[config.mk]
export PLATFORM = sky130hd
export DESIGN_NAME = slip_frame_encoder_with_checksum_core
export DESIGN_NICKNAME = d
export VERILOG_FILES = /design/src/design/sfe_pkg.sv /design/src/design/sfe_front.sv /design/src/design/sfe_cmd_fifo.sv /design/src/design/sfe_back.sv /design/src/design/slip_frame_encoder_with_checksum_core.sv
export SDC_FILE = /design/constraint.sdc
export NUM_CORES = 1
export LEC_CHECK = 0
export ABC_AREA = 1
export BUFFER_PORTS_ARGS = -buffer_cell sky130_fd_sc_hd__buf_2
export CAP_MARGIN = 20
export CORE_UTILIZATION = 35
export CTS_CLUSTER_SIZE = 28
export DETAILED_ROUTE_END_ITERATION = 12
export HOLD_SLACK_MARGIN = 0.08
export PLACE_DENSITY = 0.58
export SYNTH_ARGS = -nofsm -noshare
export SYNTH_HDL_FRONTEND = slang
export SYNTH_SLANG_ARGS = --single-unit
[constraint.sdc]
create_clock -name clk -period 8.6 [get_ports clk]
set_input_delay 0.86 -clock clk [delete_from_list [all_inputs] [get_ports clk]]
set_output_delay 0.86 -clock clk [all_outputs]
set_load 0.005 [all_outputs]
[src/design/sfe_pkg.sv]
package sfe_pkg;

  localparam logic [7:0] BYTE_END = 8'hC0;
  localparam logic [7:0] BYTE_ESC = 8'hDB;
  localparam logic [7:0] SUB_END  = 8'hDC;
  localparam logic [7:0] SUB_ESC  = 8'hDD;
  localparam logic [7:0] TRAILER  = 8'hFF;

  localparam int CFG_INDEX_W = 2;
  localparam int CFG_DATA_W  = 16;
  localparam logic [CFG_INDEX_W-1:0] CFG_BLOCK_ENABLE   = 2'd0;
  localparam logic [CFG_INDEX_W-1:0] CFG_BLOCKED_FIRST  = 2'd1;
  localparam logic [CFG_INDEX_W-1:0] CFG_BLOCKED_SECOND = 2'd2;
  localparam logic [CFG_INDEX_W-1:0] CFG_APPEND_CSUM    = 2'd3;

  localparam int QUEUE_DEPTH = 4;

  typedef struct packed {
    logic [7:0] data_byte;
    logic       last_byte;
  } in_t;

  typedef struct packed {
    logic [7:0] line_byte;
    logic       frame_end;
    logic       blocked;
  } out_t;

  typedef struct packed {
    logic       start;
    logic       held_valid;
    logic [7:0] held;
    logic       data_valid;
    logic [7:0] data;
    logic       csum_valid;
    logic [7:0] csum;
    logic       close;
    logic       notice;
  } cmd_t;

  function automatic logic needs_escape(input logic [7:0] b);
    return (b == BYTE_END) || (b == BYTE_ESC);
  endfunction

  function automatic logic [7:0] escape_code(input logic [7:0] b);
    return (b == BYTE_END) ? SUB_END : SUB_ESC;
  endfunction

endpackage

[src/design/sfe_front.sv]
module sfe_front (
  input  logic                                clk,
  input  logic                                rst,
  input  logic                                push,
  input  sfe_pkg::in_t                        item,
  input  logic                                queue_full,
  output logic                                cmd_push,
  output sfe_pkg::cmd_t                       cmd,
  input  logic                                cfg_valid,
  input  logic [sfe_pkg::CFG_INDEX_W-1:0]     cfg_index,
  input  logic [sfe_pkg::CFG_DATA_W-1:0]      cfg_data
);
  import sfe_pkg::*;

  typedef enum logic [2:0] {
    POS_FIRST  = 3'b001,
    POS_SECOND = 3'b010,
    POS_BODY   = 3'b100
  } pos_t;

  logic        block_enable;
  logic [15:0] blocked_first;
  logic [15:0] blocked_second;
  logic        append_csum;

  pos_t       pos, pos_next;
  logic [7:0] held, held_next;
  logic [7:0] sum, sum_next;
  logic       dropping, dropping_next;

  logic        accept;
  logic [15:0] code;
  logic        hit;
  logic [7:0]  body_sum;

  assign accept   = push && !queue_full;
  assign code     = {held, item.data_byte};
  assign hit      = block_enable && (code == blocked_first || code == blocked_second);
  assign body_sum = sum + item.data_byte;

  always_comb begin
    pos_next      = pos;
    held_next     = held;
    sum_next      = sum;
    dropping_next = dropping;
    cmd           = '0;
    cmd_push      = 1'b0;
    unique case (pos)
      POS_FIRST: begin
        if (item.last_byte) begin
          cmd.start      = 1'b1;
          cmd.data_valid = 1'b1;
          cmd.data       = item.data_byte;
          cmd.csum_valid = append_csum;
          cmd.csum       = 8'd0;
          cmd.close      = 1'b1;
          cmd_push       = 1'b1;
        end else begin
          held_next     = item.data_byte;
          sum_next      = 8'd0;
          dropping_next = 1'b0;
          pos_next      = POS_SECOND;
        end
      end
      POS_SECOND: begin
        if (hit) begin
          if (item.last_byte) begin
            cmd.notice = 1'b1;
            cmd_push   = 1'b1;
          end else begin
            dropping_next = 1'b1;
            pos_next      = POS_BODY;
          end
        end else begin
          cmd.start      = 1'b1;
          cmd.held_valid = 1'b1;
          cmd.held       = held;
          cmd.data_valid = 1'b1;
          cmd.data       = item.data_byte;
          cmd.csum_valid = append_csum && item.last_byte;
          cmd.csum       = item.data_byte;
          cmd.close      = item.last_byte;
          cmd_push       = 1'b1;
          sum_next       = item.data_byte;
          pos_next       = POS_BODY;
        end
      end
      default: begin
        if (dropping) begin
          cmd.notice = item.last_byte;
          cmd_push   = item.last_byte;
        end else begin
          cmd.data_valid = 1'b1;
          cmd.data       = item.data_byte;
          cmd.csum_valid = append_csum && item.last_byte;
          cmd.csum       = body_sum;
          cmd.close      = item.last_byte;
          cmd_push       = 1'b1;
          sum_next       = body_sum;
        end
      end
    endcase
    if (item.last_byte) begin
      pos_next      = POS_FIRST;
      held_next     = 8'd0;
      sum_next      = 8'd0;
      dropping_next = 1'b0;
    end
    if (!accept) begin
      cmd_push = 1'b0;
    end
  end

  always_ff @(posedge clk) begin
    if (rst) begin
      pos      <= POS_FIRST;
      held     <= 8'd0;
      sum      <= 8'd0;
      dropping <= 1'b0;
    end else if (accept) begin
      pos      <= pos_next;
      held     <= held_next;
      sum      <= sum_next;
      dropping <= dropping_next;
    end
  end

  always_ff @(posedge clk) begin
    if (rst) begin
      block_enable   <= 1'b0;
      blocked_first  <= 16'd0;
      blocked_second <= 16'd0;
      append_csum    <= 1'b1;
    end else if (cfg_valid) begin
      unique case (cfg_index)
        CFG_BLOCK_ENABLE:   block_enable   <= cfg_data[0];
        CFG_BLOCKED_FIRST:  blocked_first  <= cfg_data;
        CFG_BLOCKED_SECOND: blocked_second <= cfg_data;
        CFG_APPEND_CSUM:    append_csum    <= cfg_data[0];
        default: ;
      endcase
    end
  end

endmodule

[src/design/sfe_cmd_fifo.sv]
module sfe_cmd_fifo #(
  parameter int DEPTH = sfe_pkg::QUEUE_DEPTH
) (
  input  logic          clk,
  input  logic          rst,
  input  logic          wr_en,
  input  sfe_pkg::cmd_t wr_data,
  input  logic          rd_en,
  output sfe_pkg::cmd_t rd_data,
  output logic          full,
  output logic          empty
);
  import sfe_pkg::*;

  localparam int PTR_W = $clog2(DEPTH);
  localparam int CNT_W = $clog2(DEPTH + 1);
  localparam logic [PTR_W-1:0] LAST_SLOT = PTR_W'(DEPTH - 1);
  localparam logic [CNT_W-1:0] FULL_COUNT = CNT_W'(DEPTH);

  cmd_t             slots [DEPTH];
  logic [PTR_W-1:0] wr_ptr;
  logic [PTR_W-1:0] rd_ptr;
  logic [CNT_W-1:0] count;
  logic             do_wr;
  logic             do_rd;

  assign full    = (count == FULL_COUNT);
  assign empty   = (count == '0);
  assign do_wr   = wr_en && !full;
  assign do_rd   = rd_en && !empty;
  assign rd_data = slots[rd_ptr];

  always_ff @(posedge clk) begin
    if (do_wr) begin
      slots[wr_ptr] <= wr_data;
    end
  end

  always_ff @(posedge clk) begin
    if (rst) begin
      wr_ptr <= '0;
      rd_ptr <= '0;
      count  <= '0;
    end else begin
      if (do_wr) begin
        wr_ptr <= (wr_ptr == LAST_SLOT) ? '0 : wr_ptr + 1'b1;
      end
      if (do_rd) begin
        rd_ptr <= (rd_ptr == LAST_SLOT) ? '0 : rd_ptr + 1'b1;
      end
      if (do_wr && !do_rd) begin
        count <= count + 1'b1;
      end else if (do_rd && !do_wr) begin
        count <= count - 1'b1;
      end
    end
  end

endmodule

[src/design/sfe_back.sv]
module sfe_back (
  input  logic          clk,
  input  logic          rst,
  input  logic          queue_empty,
  input  sfe_pkg::cmd_t queue_data,
  output logic          queue_pop,
  output logic          empty,
  input  logic          pop,
  output sfe_pkg::out_t result
);
  import sfe_pkg::*;

  cmd_t       cur, cur_next;
  logic       trail, trail_next;
  logic       esc_pend, esc_pend_next;
  logic [7:0] esc_byte, esc_byte_next;
  logic       out_valid;
  out_t       res;
  logic       busy;
  logic       done_next;
  logic       advance;
  logic       go;
  logic       load;

  assign busy = esc_pend || cur.start || cur.held_valid || cur.data_valid ||
                cur.csum_valid || cur.close || cur.notice || trail;
  assign advance = !out_valid || pop;
  assign go      = advance && busy;

  always_comb begin
    cur_next      = cur;
    trail_next    = trail;
    esc_pend_next = esc_pend;
    esc_byte_next = esc_byte;
    res           = '0;
    if (esc_pend) begin
      res.line_byte = esc_byte;
      esc_pend_next = 1'b0;
    end else if (cur.start) begin
      res.line_byte  = BYTE_END;
      cur_next.start = 1'b0;
    end else if (cur.held_valid) begin
      cur_next.held_valid = 1'b0;
      res.line_byte       = needs_escape(cur.held) ? BYTE_ESC : cur.held;
      esc_pend_next       = needs_escape(cur.held);
      esc_byte_next       = escape_code(cur.held);
    end else if (cur.data_valid) begin
      cur_next.data_valid = 1'b0;
      res.line_byte       = needs_escape(cur.data) ? BYTE_ESC : cur.data;
      esc_pend_next       = needs_escape(cur.data);
      esc_byte_next       = escape_code(cur.data);
    end else if (cur.csum_valid) begin
      cur_next.csum_valid = 1'b0;
      res.line_byte       = needs_escape(cur.csum) ? BYTE_ESC : cur.csum;
      esc_pend_next       = needs_escape(cur.csum);
      esc_byte_next       = escape_code(cur.csum);
    end else if (cur.close) begin
      res.line_byte  = BYTE_END;
      cur_next.close = 1'b0;
      trail_next     = 1'b1;
    end else if (trail) begin
      res.line_byte = TRAILER;
      res.frame_end = 1'b1;
      trail_next    = 1'b0;
    end else if (cur.notice) begin
      res.frame_end   = 1'b1;
      res.blocked     = 1'b1;
      cur_next.notice = 1'b0;
    end
    done_next = !(esc_pend_next || cur_next.start || cur_next.held_valid ||
                  cur_next.data_valid || cur_next.csum_valid || cur_next.close ||
                  cur_next.notice || trail_next);
  end

  assign load      = !busy || (go && done_next);
  assign queue_pop = load && !queue_empty;
  assign empty     = !out_valid;

  always_ff @(posedge clk) begin
    if (rst) begin
      out_valid <= 1'b0;
      cur       <= '0;
      trail     <= 1'b0;
      esc_pend  <= 1'b0;
      esc_byte  <= 8'd0;
    end else begin
      if (advance) begin
        out_valid <= go;
      end
      if (load) begin
        cur      <= queue_empty ? '0 : queue_data;
        trail    <= 1'b0;
        esc_pend <= 1'b0;
      end else if (go) begin
        cur      <= cur_next;
        trail    <= trail_next;
        esc_pend <= esc_pend_next;
        esc_byte <= esc_byte_next;
      end
    end
  end

  always_ff @(posedge clk) begin
    if (go) begin
      result <= res;
    end
  end

endmodule

[src/design/slip_frame_encoder_with_checksum_core.sv]
// Path: an accepted item's command is written to the command queue, loaded into the back's
// current command register, and each line byte is registered on the result ports; line
// bytes follow one per cycle unless a result waits unpopped. Throughput: the front accepts
// one item per cycle while the command queue has room; an item yields zero to nine line
// bytes, and the command queue absorbs bursts in between.
// Reset: synchronous, clears packet state, queue and output valid; registers return to defaults.
module slip_frame_encoder_with_checksum_core #(
  parameter int QUEUE_DEPTH = sfe_pkg::QUEUE_DEPTH
) (
  input  logic                            clk,
  input  logic                            rst,
  input  logic                            push,
  output logic                            full,
  input  sfe_pkg::in_t                    item,
  input  logic                            pop,
  output logic                            empty,
  output sfe_pkg::out_t                   result,
  input  logic                            cfg_valid,
  output logic                            cfg_ready,
  input  logic [sfe_pkg::CFG_INDEX_W-1:0] cfg_index,
  input  logic [sfe_pkg::CFG_DATA_W-1:0]  cfg_data
);
  import sfe_pkg::*;

  logic cmd_push;
  cmd_t cmd;
  logic queue_pop;
  cmd_t queue_data;
  logic queue_empty;

  assign cfg_ready = 1'b1;

  sfe_front u_front (
    .clk        (clk),
    .rst        (rst),
    .push       (push),
    .item       (item),
    .queue_full (full),
    .cmd_push   (cmd_push),
    .cmd        (cmd),
    .cfg_valid  (cfg_valid),
    .cfg_index  (cfg_index),
    .cfg_data   (cfg_data)
  );

  sfe_cmd_fifo #(
    .DEPTH (QUEUE_DEPTH)
  ) u_queue (
    .clk     (clk),
    .rst     (rst),
    .wr_en   (cmd_push),
    .wr_data (cmd),
    .rd_en   (queue_pop),
    .rd_data (queue_data),
    .full    (full),
    .empty   (queue_empty)
  );

  sfe_back u_back (
    .clk         (clk),
    .rst         (rst),
    .queue_empty (queue_empty),
    .queue_data  (queue_data),
    .queue_pop   (queue_pop),
    .empty       (empty),
    .pop         (pop),
    .result      (result)
  );

endmodule
==> impl_metrics.csv, run 1 <==
group,metric,value,unit
clock_network,cts_buffers,25,
routing,drc_errors,0,
setup_path,rrSetupSlack,5.30,ns
clock_network,cts_setup_buffers,0,
cells_and_area,final_core_util,0.405,
setup_path,r2r-start,"u_back.cur[10]",
clock_network,cts_hold_buf,0,
cells_and_area,stdcell_count,1574,
timing,finalSetupTns,0,ns
logic_synthesis,syn_avg_cell_area,9.11,um2
floorplanning,die_h,174,um
timing,drv_slew,0,
setup_path,r2r_end,"u_queue.count[1]",
logic_synthesis,async_flop_share,0,
placement,dp.cells,1528,
logic_synthesis,ys_warn_count,0,
worst_hold_path,hold_path_depth,2,
logic_synthesis,yosysMostFrequentCell,"nor2_1",
cells_and_area,finalNetCount,1218,
setup_path,worst_r2r_path_depth,14,
routing,drtIter0Drc,517,
timing,setup_viol,0,
logic_synthesis,synth-compound-area-share,0.139,
setup_path,startpoint,"u_back.cur[10]",
placement,routabilityCongestion,0.894,
setup_path,arrival,3.72,ns
timing,post-route-min-period,3.30,ns
grt,grt_usage,0.166,
setup_path,setup.worst_path.end_class,"flop",
timing,final-hold-violation-count,0,
logic_synthesis,yosys.area_share.simple,0.192,
logic_synthesis,synth_edf_count,130,
logic_synthesis,synth_top_family_by_area,"simple AND/OR/NAND/NOR gates",
floorplanning,core,0.0289,mm2
clock_network,numClockSinks,228,
logic_synthesis,synth_seq_area_share,0.566,
floorplanning,start_util,0.358,
setup_path,worstPathRequired,9.02,ns
clock_network,htreeDepth,1,
floorplanning,die_w,174,um
logic_synthesis,synth_nets,1185,
logic_synthesis,yosys.area.top_type,"edfxtp_1",
logic_synthesis,synth_top_flop_cell,"edfxtp_1",
grt,grt_max_degree,62,
cells_and_area,regArea,0.00587,mm2
logic_synthesis,synth_common_cells,"nor2_1 (204), nand2_1 (161), edfxtp_1 (130), o21ai_0 (128), dfxtp_1 (98)",
power,power.density,311,mW/mm2
floorplanning,dieArea,0.0303,mm2
worst_hold_path,hold_end,"u_front.blocked_first[1]",
placement,hpwl,16700,um
setup_path,path_max_fanout,25,
power,total_power,0.00364,W
routing,wl_per_cell,15.9,um
worst_hold_path,holdCritPathClass,"reg -> reg",
timing,rsz0062_at_grt,"false",
cells_and_area,area_growth,13.0,%
worst_hold_path,hp-start,"u_front.blocked_first[1]",
clock_network,clockBufferDepth,3,
routing,vias,7797,
logic_synthesis,synthXorXnorAreaFrac,0.0253,
cells_and_area,multi_input_area,0.00391,mm2
logic_synthesis,synthMuxAreaShare,0,
clock_network,path_clk_slew,0.07,ns
setup_path,cp-start-kind,"flop",
routing,via_per_inst,4.95,
power,peakVddDrop,0.133,mV
timing,finalCritPeriodShare,0.383,
logic_synthesis,synth_cells,1138,
logic_synthesis,synthesis.area,0.0104,mm2
cells_and_area,fillCellCount,2885,
logic_synthesis,netlist.area_leader.share,0.376,
cells_and_area,n_antenna_cell,0,
timing,relSlewSlack,0.326,
floorplanning,row_count,62,
logic_synthesis,synth_cell_type_count,43,
grt,antenna_found_initial,0,
clock_network,clockRootBuffer,"clkbuf_16",
cells_and_area,drive_gt1_frac,0.118,
run_status,run_status,"finished, final reports clean",
setup_path,crit_type,"reg -> reg",
placement,port_buffers,43,
routing,drtAntennaViolNets,0,
clock_network,clock_latency,0.53,ns
logic_synthesis,ys_ff_latch,228,
timing,max_slew.worst_pin.slew,1.01,ns
floorplanning,boundaryPins,45,
timing,fin_worst_skew,0.0277,ns
clock_network,cts-resized-gates,0,
clock_network,cts_tree,"yes",
logic_synthesis,synthAdderAreaFrac,0.0195,
timing,clock.fmax,0.303,GHz
flow_run,max_cap_violations,0,
routing,drt_first_pass_iters,6,
grt,grt_pass1_vias,7455,
logic_synthesis,synthTopCellsByArea,"edfxtp_1 (38%), dfxtp_1 (19%), nor2_1 (7.4%)",
grt,grt_pass1_wl,40300,um
routing,finalWirelength,25100,um
grt,overflow,0,
power,p_leak,4.61,nW
state kept, by name, indices dropped and copies added (netlist names), 2 cells and up, named ones only:
register	flops
u_front.blocked_first	16
u_back.result	10
u_queue.slots	120
u_queue.count	3
u_front.held	8
u_queue.wr_ptr	2
u_back.cur	30
u_queue.rd_ptr	2
u_back.esc_byte	2
u_front.blocked_second	16
u_front.sum	8
u_front.pos	3
kinds of logic (layout without fill, tap and decap cells):
family / Yosys count / in the layout
other: 1 / 1
adder cells (fa/ha/maj): 15 / 15
XOR/XNOR: 30 / 30
AO/OA/AOI/OAI: 260 / 260
AND/OR/NAND/NOR: 459 / 459
buffers and inverters: 145 / 197
flip-flops: 228 / 228
cell usage in the layout (no fill, tap or decap), types with 29 or more instances in the layout:
master,count
a21oi_1,55
buf_2,43
dfxtp_1,97
edfxtp_1,130
inv_1,90
nand2_1,161
nand3_1,36
nor2_1,200
o21ai_0,128
o22ai_1,34
xor2_1,29
metrics by stage:
| stage | cell area [um2] | hold WS (ns) | worst slack (ns) |
|---|---|---|---|
| final | 11700 | 0.468 | 5.30 |
| after global routing | 11700 | 0.492 | 4.96 |
| after CTS | 11700 | 0.471 | 5.27 |
| after detailed placement | 10900 | 0.461 | 5.02 |
| after global placement | 10900 | 0.458 | 5.14 |
| after floorplan | 10400 | 0.436 | 5.34 |
worst max-delay path: stages (launching register included):
cell	delay, ns
dfxtp_1	0.53
inv_1	0.19
nand3_2	0.13
inv_2	0.06
nand2_4	0.07
nor3_4	0.05
nor2_2	0.48
nand3_4	0.19
nand2_4	0.31
nand2_4	0.22
ha_1	0.26
inv_1	0.11
fa_1	0.39
o21ai_0	0.15
nor2_1	0.05
metal layers:
layer | GRT usage | part of all wire
met1 | 0.228 | 0.47
met2 | 0.274 | 0.46
met3 | 0.0232 | 0.049
met4 | 0.0442 | 0.022
met5 | 0 | 0
how the worst max path moves through the flow:
stage                                to  cells after the start  slack (ns)
finish                 u_queue.count[1]                     14        5.30
CTS                    u_queue.count[1]                     14        5.27
global route           u_queue.count[2]                     16        4.96
detailed placement     u_queue.count[2]                     19        5.02
floorplan           u_queue.slots[0][0]                     11        5.34
global placement       u_queue.count[2]                     19        5.14
area by class of cell:
cell class                      count  share of cell area
Tap cell                          384              0.0410
Clock buffer                       27              0.0540
Inverter                           97              0.0311
Timing Repair Buffer               54              0.0254
Clock inverter                     19              0.0140
Sequential cell                   228               0.501
Multi-Input combinational cell    765               0.334
where the power goes:
group          internal, W  switching (W)
clock network     0.000596       0.000438
logic             0.000335       0.000793
registers          0.00139      0.0000848
total              0.00233        0.00132
Note: power is estimated with default switching activity, not from simulation.
==> run 2, diff against run 1 <==
--- a/config.mk
+++ b/config.mk
@@ -12,7 +12,7 @@
 export CTS_CLUSTER_SIZE = 28
 export DETAILED_ROUTE_END_ITERATION = 12
 export HOLD_SLACK_MARGIN = 0.08
-export PLACE_DENSITY = 0.58
+export PLACE_DENSITY = 0.6
 export SYNTH_ARGS = -nofsm -noshare
 export SYNTH_HDL_FRONTEND = slang
 export SYNTH_SLANG_ARGS = --single-unit
==> constraint.sdc (replaced) <==
create_clock -name clk -period 2.8 [get_ports clk]
set_input_delay 0.28 -clock clk [delete_from_list [all_inputs] [get_ports clk]]
set_output_delay 0.28 -clock clk [all_outputs]
set_load 0.005 [all_outputs]
==> impl_metrics.csv, run 2 (synthesized netlist as in run 1, its figures left out) <==
group,metric,value,unit
setup_path,arrival,2.84,ns
power,peakVddDrop,0.589,mV
timing,clock.fmax,0.387,GHz
clock_network,cts_tree,"yes",
clock_network,numClockSinks,228,
cells_and_area,top_regs,"u_queue.slots (120), u_back.cur (30)",
timing,max_slew.worst_pin.slew,0.720,ns
cells_and_area,final_cell_mix,"nor2_1 (200), nand2_1 (161), edfxtp_1 (130)",
worst_hold_path,holdCritPathClass,"in -> reg",
setup_path,startpoint,"item[1]",
setup_path,crit_path_max_incr_delay,0.53,ns
floorplanning,row_count,62,
routing,finalWirelength,25100,um
timing,fin_ws,0.219,ns
routing,drtIter0Drc,661,
grt,grt_usage,0.166,
setup_path,worst_r2r_path_depth,16,
power,internal_power,0.00750,W
setup_path,worst-path-stages,14,
timing,relSlewSlack,0.517,
timing,rsz0062_at_grt,"false",
routing,drtAntennaViolNets,0,
power,sw_frac_of_total,0.354,
cells_and_area,n_antenna_cell,0,
power,p_leak,4.83,nW
grt,overflow,0,
setup_path,setup.worst_path.end_class,"flop",
timing,final-hold-violation-count,0,
cells_and_area,final_common_cell,"nor2_1",
clock_network,path_clk_slew,0.06,ns
floorplanning,dieArea,0.0303,mm2
floorplanning,die_h,174,um
cells_and_area,fillCellCount,2819,
setup_path,crit_type,"in -> reg",
grt,grt_pass1_vias,7656,
cells_and_area,final_core_util,0.422,
setup_path,cp_num_buf_inv,3,
setup_path,r2r-start,"u_back.cur[28]",
power,pwr-share-clk,0.289,
setup_path,rrSetupSlack,0.24,ns
setup_path,cp-start-kind,"input port",
timing,post-route-min-period,2.58,ns
setup_path,crit_path_end,"u_queue.slots[3][15]",
routing,routed.top_layer,"met4",
routing,wl_met2,11400,um
cells_and_area,regMostFlops,"u_queue.slots",
flow_run,max_cap_violations,0,
setup_path,r2r_end,"u_queue.count[2]",
placement,dp_slack,0.207,ns
cells_and_area,largest_reg_flops,120,
routing,via_per_inst,4.92,
floorplanning,start_util,0.358,
setup_path,cp_top_family,"simple AND/OR/NAND/NOR gates",
clock_network,clockBufferDepth,3,
floorplanning,core,0.0289,mm2
power,p_comb_frac,0.322,
cells_and_area,finalNetCount,1260,
power,pwr-share-seq,0.389,
placement,port_buffers,43,
timing,drv_slew,0,
cells_and_area,area_growth,17.6,%
clock_network,clockRootBuffer,"clkbuf_16",
setup_path,critical_path.slowest_cell,"dlygate4sd3_1",
placement,hpwl,16600,um
routing,vias,7956,
routing,drc_errors,0,
timing,fin_worst_skew,0.00818,ns
routing,route.met3.wl,1250,um
placement,routabilityCongestion,0.890,
cells_and_area,drive_gt1_frac,0.136,
power,p_switching,0.00411,W
routing,drt-met1-wl,12100,um
routing,wl_per_cell,15.5,um
floorplanning,boundaryPins,45,
setup_path,worst_path_most_repeated_cell,"nand2_1",
setup_path,path_max_fanout,10,
setup_path,path_cells,"dlygate4sd3_1 -> buf_2 -> inv_2 -> nand2_1 -> nand2_1 -> nor2_1 -> nand2_1 -> nor2_1 -> nand2_1 -> nand2_1 -> nand2_1 -> nand2_1 -> nand3_1 -> and2_1",
timing,finalSetupTns,0,ns
grt,grt_pass1_wl,40700,um
grt,antenna_found_initial,0,
routing,drt_first_pass_iters,7,
timing,setup_viol,0,
power,power.density,952,mW/mm2
clock_network,htreeDepth,1,
setup_path,worstPathRequired,3.06,ns
timing,finalCritPeriodShare,0.922,
grt,grt_max_degree,61,
floorplanning,die_w,174,um
clock_network,cts_buffers,25,
run_status,run_status,"finished, final reports clean",
clock_network,clock_latency,0.52,ns
run 2: through the flow:
stage                     hold slack [ns]  instances  power [W]  cell area [um2]
after floorplan                     0.380       1138    0.00723            10400
after global placement              0.455       1547    0.00821            11100
after detailed placement            0.459       1547    0.00825            11100
after CTS                          0.0816       1614     0.0117            12200
after global routing                0.104       1616     0.0123            12200
final                               0.101       1616     0.0116            12200
run 2: per-layer routing:
layer  vias to the layer above  GRT usage
met5                         -          0
met4                         0     0.0347
met3                        29     0.0258
met2                       217      0.269
met1                      3687      0.234
li1                       4023          -
run 2: power groups by stage:
stage | Combinational [W] | Clock, W | Sequential [W]
finish | 0.00374 | 0.00335 | 0.00452
global route | 0.00420 | 0.00354 | 0.00457
CTS | 0.00371 | 0.00343 | 0.00452
detailed placement | 0.00367 | 0 | 0.00458
global placement | 0.00364 | 0 | 0.00457
floorplan | 0.00268 | 0 | 0.00455
run 2: layout make-up:
class                           count  area, um2  share of cell area
Timing Repair Buffer               96        716              0.0587
Clock inverter                     16        173              0.0142
Multi-Input combinational cell    765       3920               0.322
Tap cell                          384        480              0.0394
Inverter                           97        364              0.0298
Sequential cell                   228       5870               0.481
Clock buffer                       30        674              0.0553
run 2: worst min path at each step:
stage / endpoint / slack [ns] / depth (start not counted) / start
floorplan: u_front.pos[0] / 0.38 / 2 / rst
global placement: u_front.blocked_first[1] / 0.45 / 2 / u_front.blocked_first[1]
detailed placement: u_front.sum[6] / 0.46 / 2 / u_front.sum[6]
CTS: u_front.held[4] / 0.08 / 3 / item[5]
global route: u_front.held[1] / 0.10 / 3 / item[2]
finish: u_front.held[4] / 0.10 / 3 / item[5]
run 2: timing repair:
action                     CTS  global route
hold buffers                21             0
hold endpoints to repair    35             0
setup buffers                0             2
resized for setup            0             6
setup endpoints to repair    0            13
run 2: worst min-delay path, stage by stage:
cell and delay, ns:
buf_2 0.16, nand2_1 0.08, a21oi_1 0.06
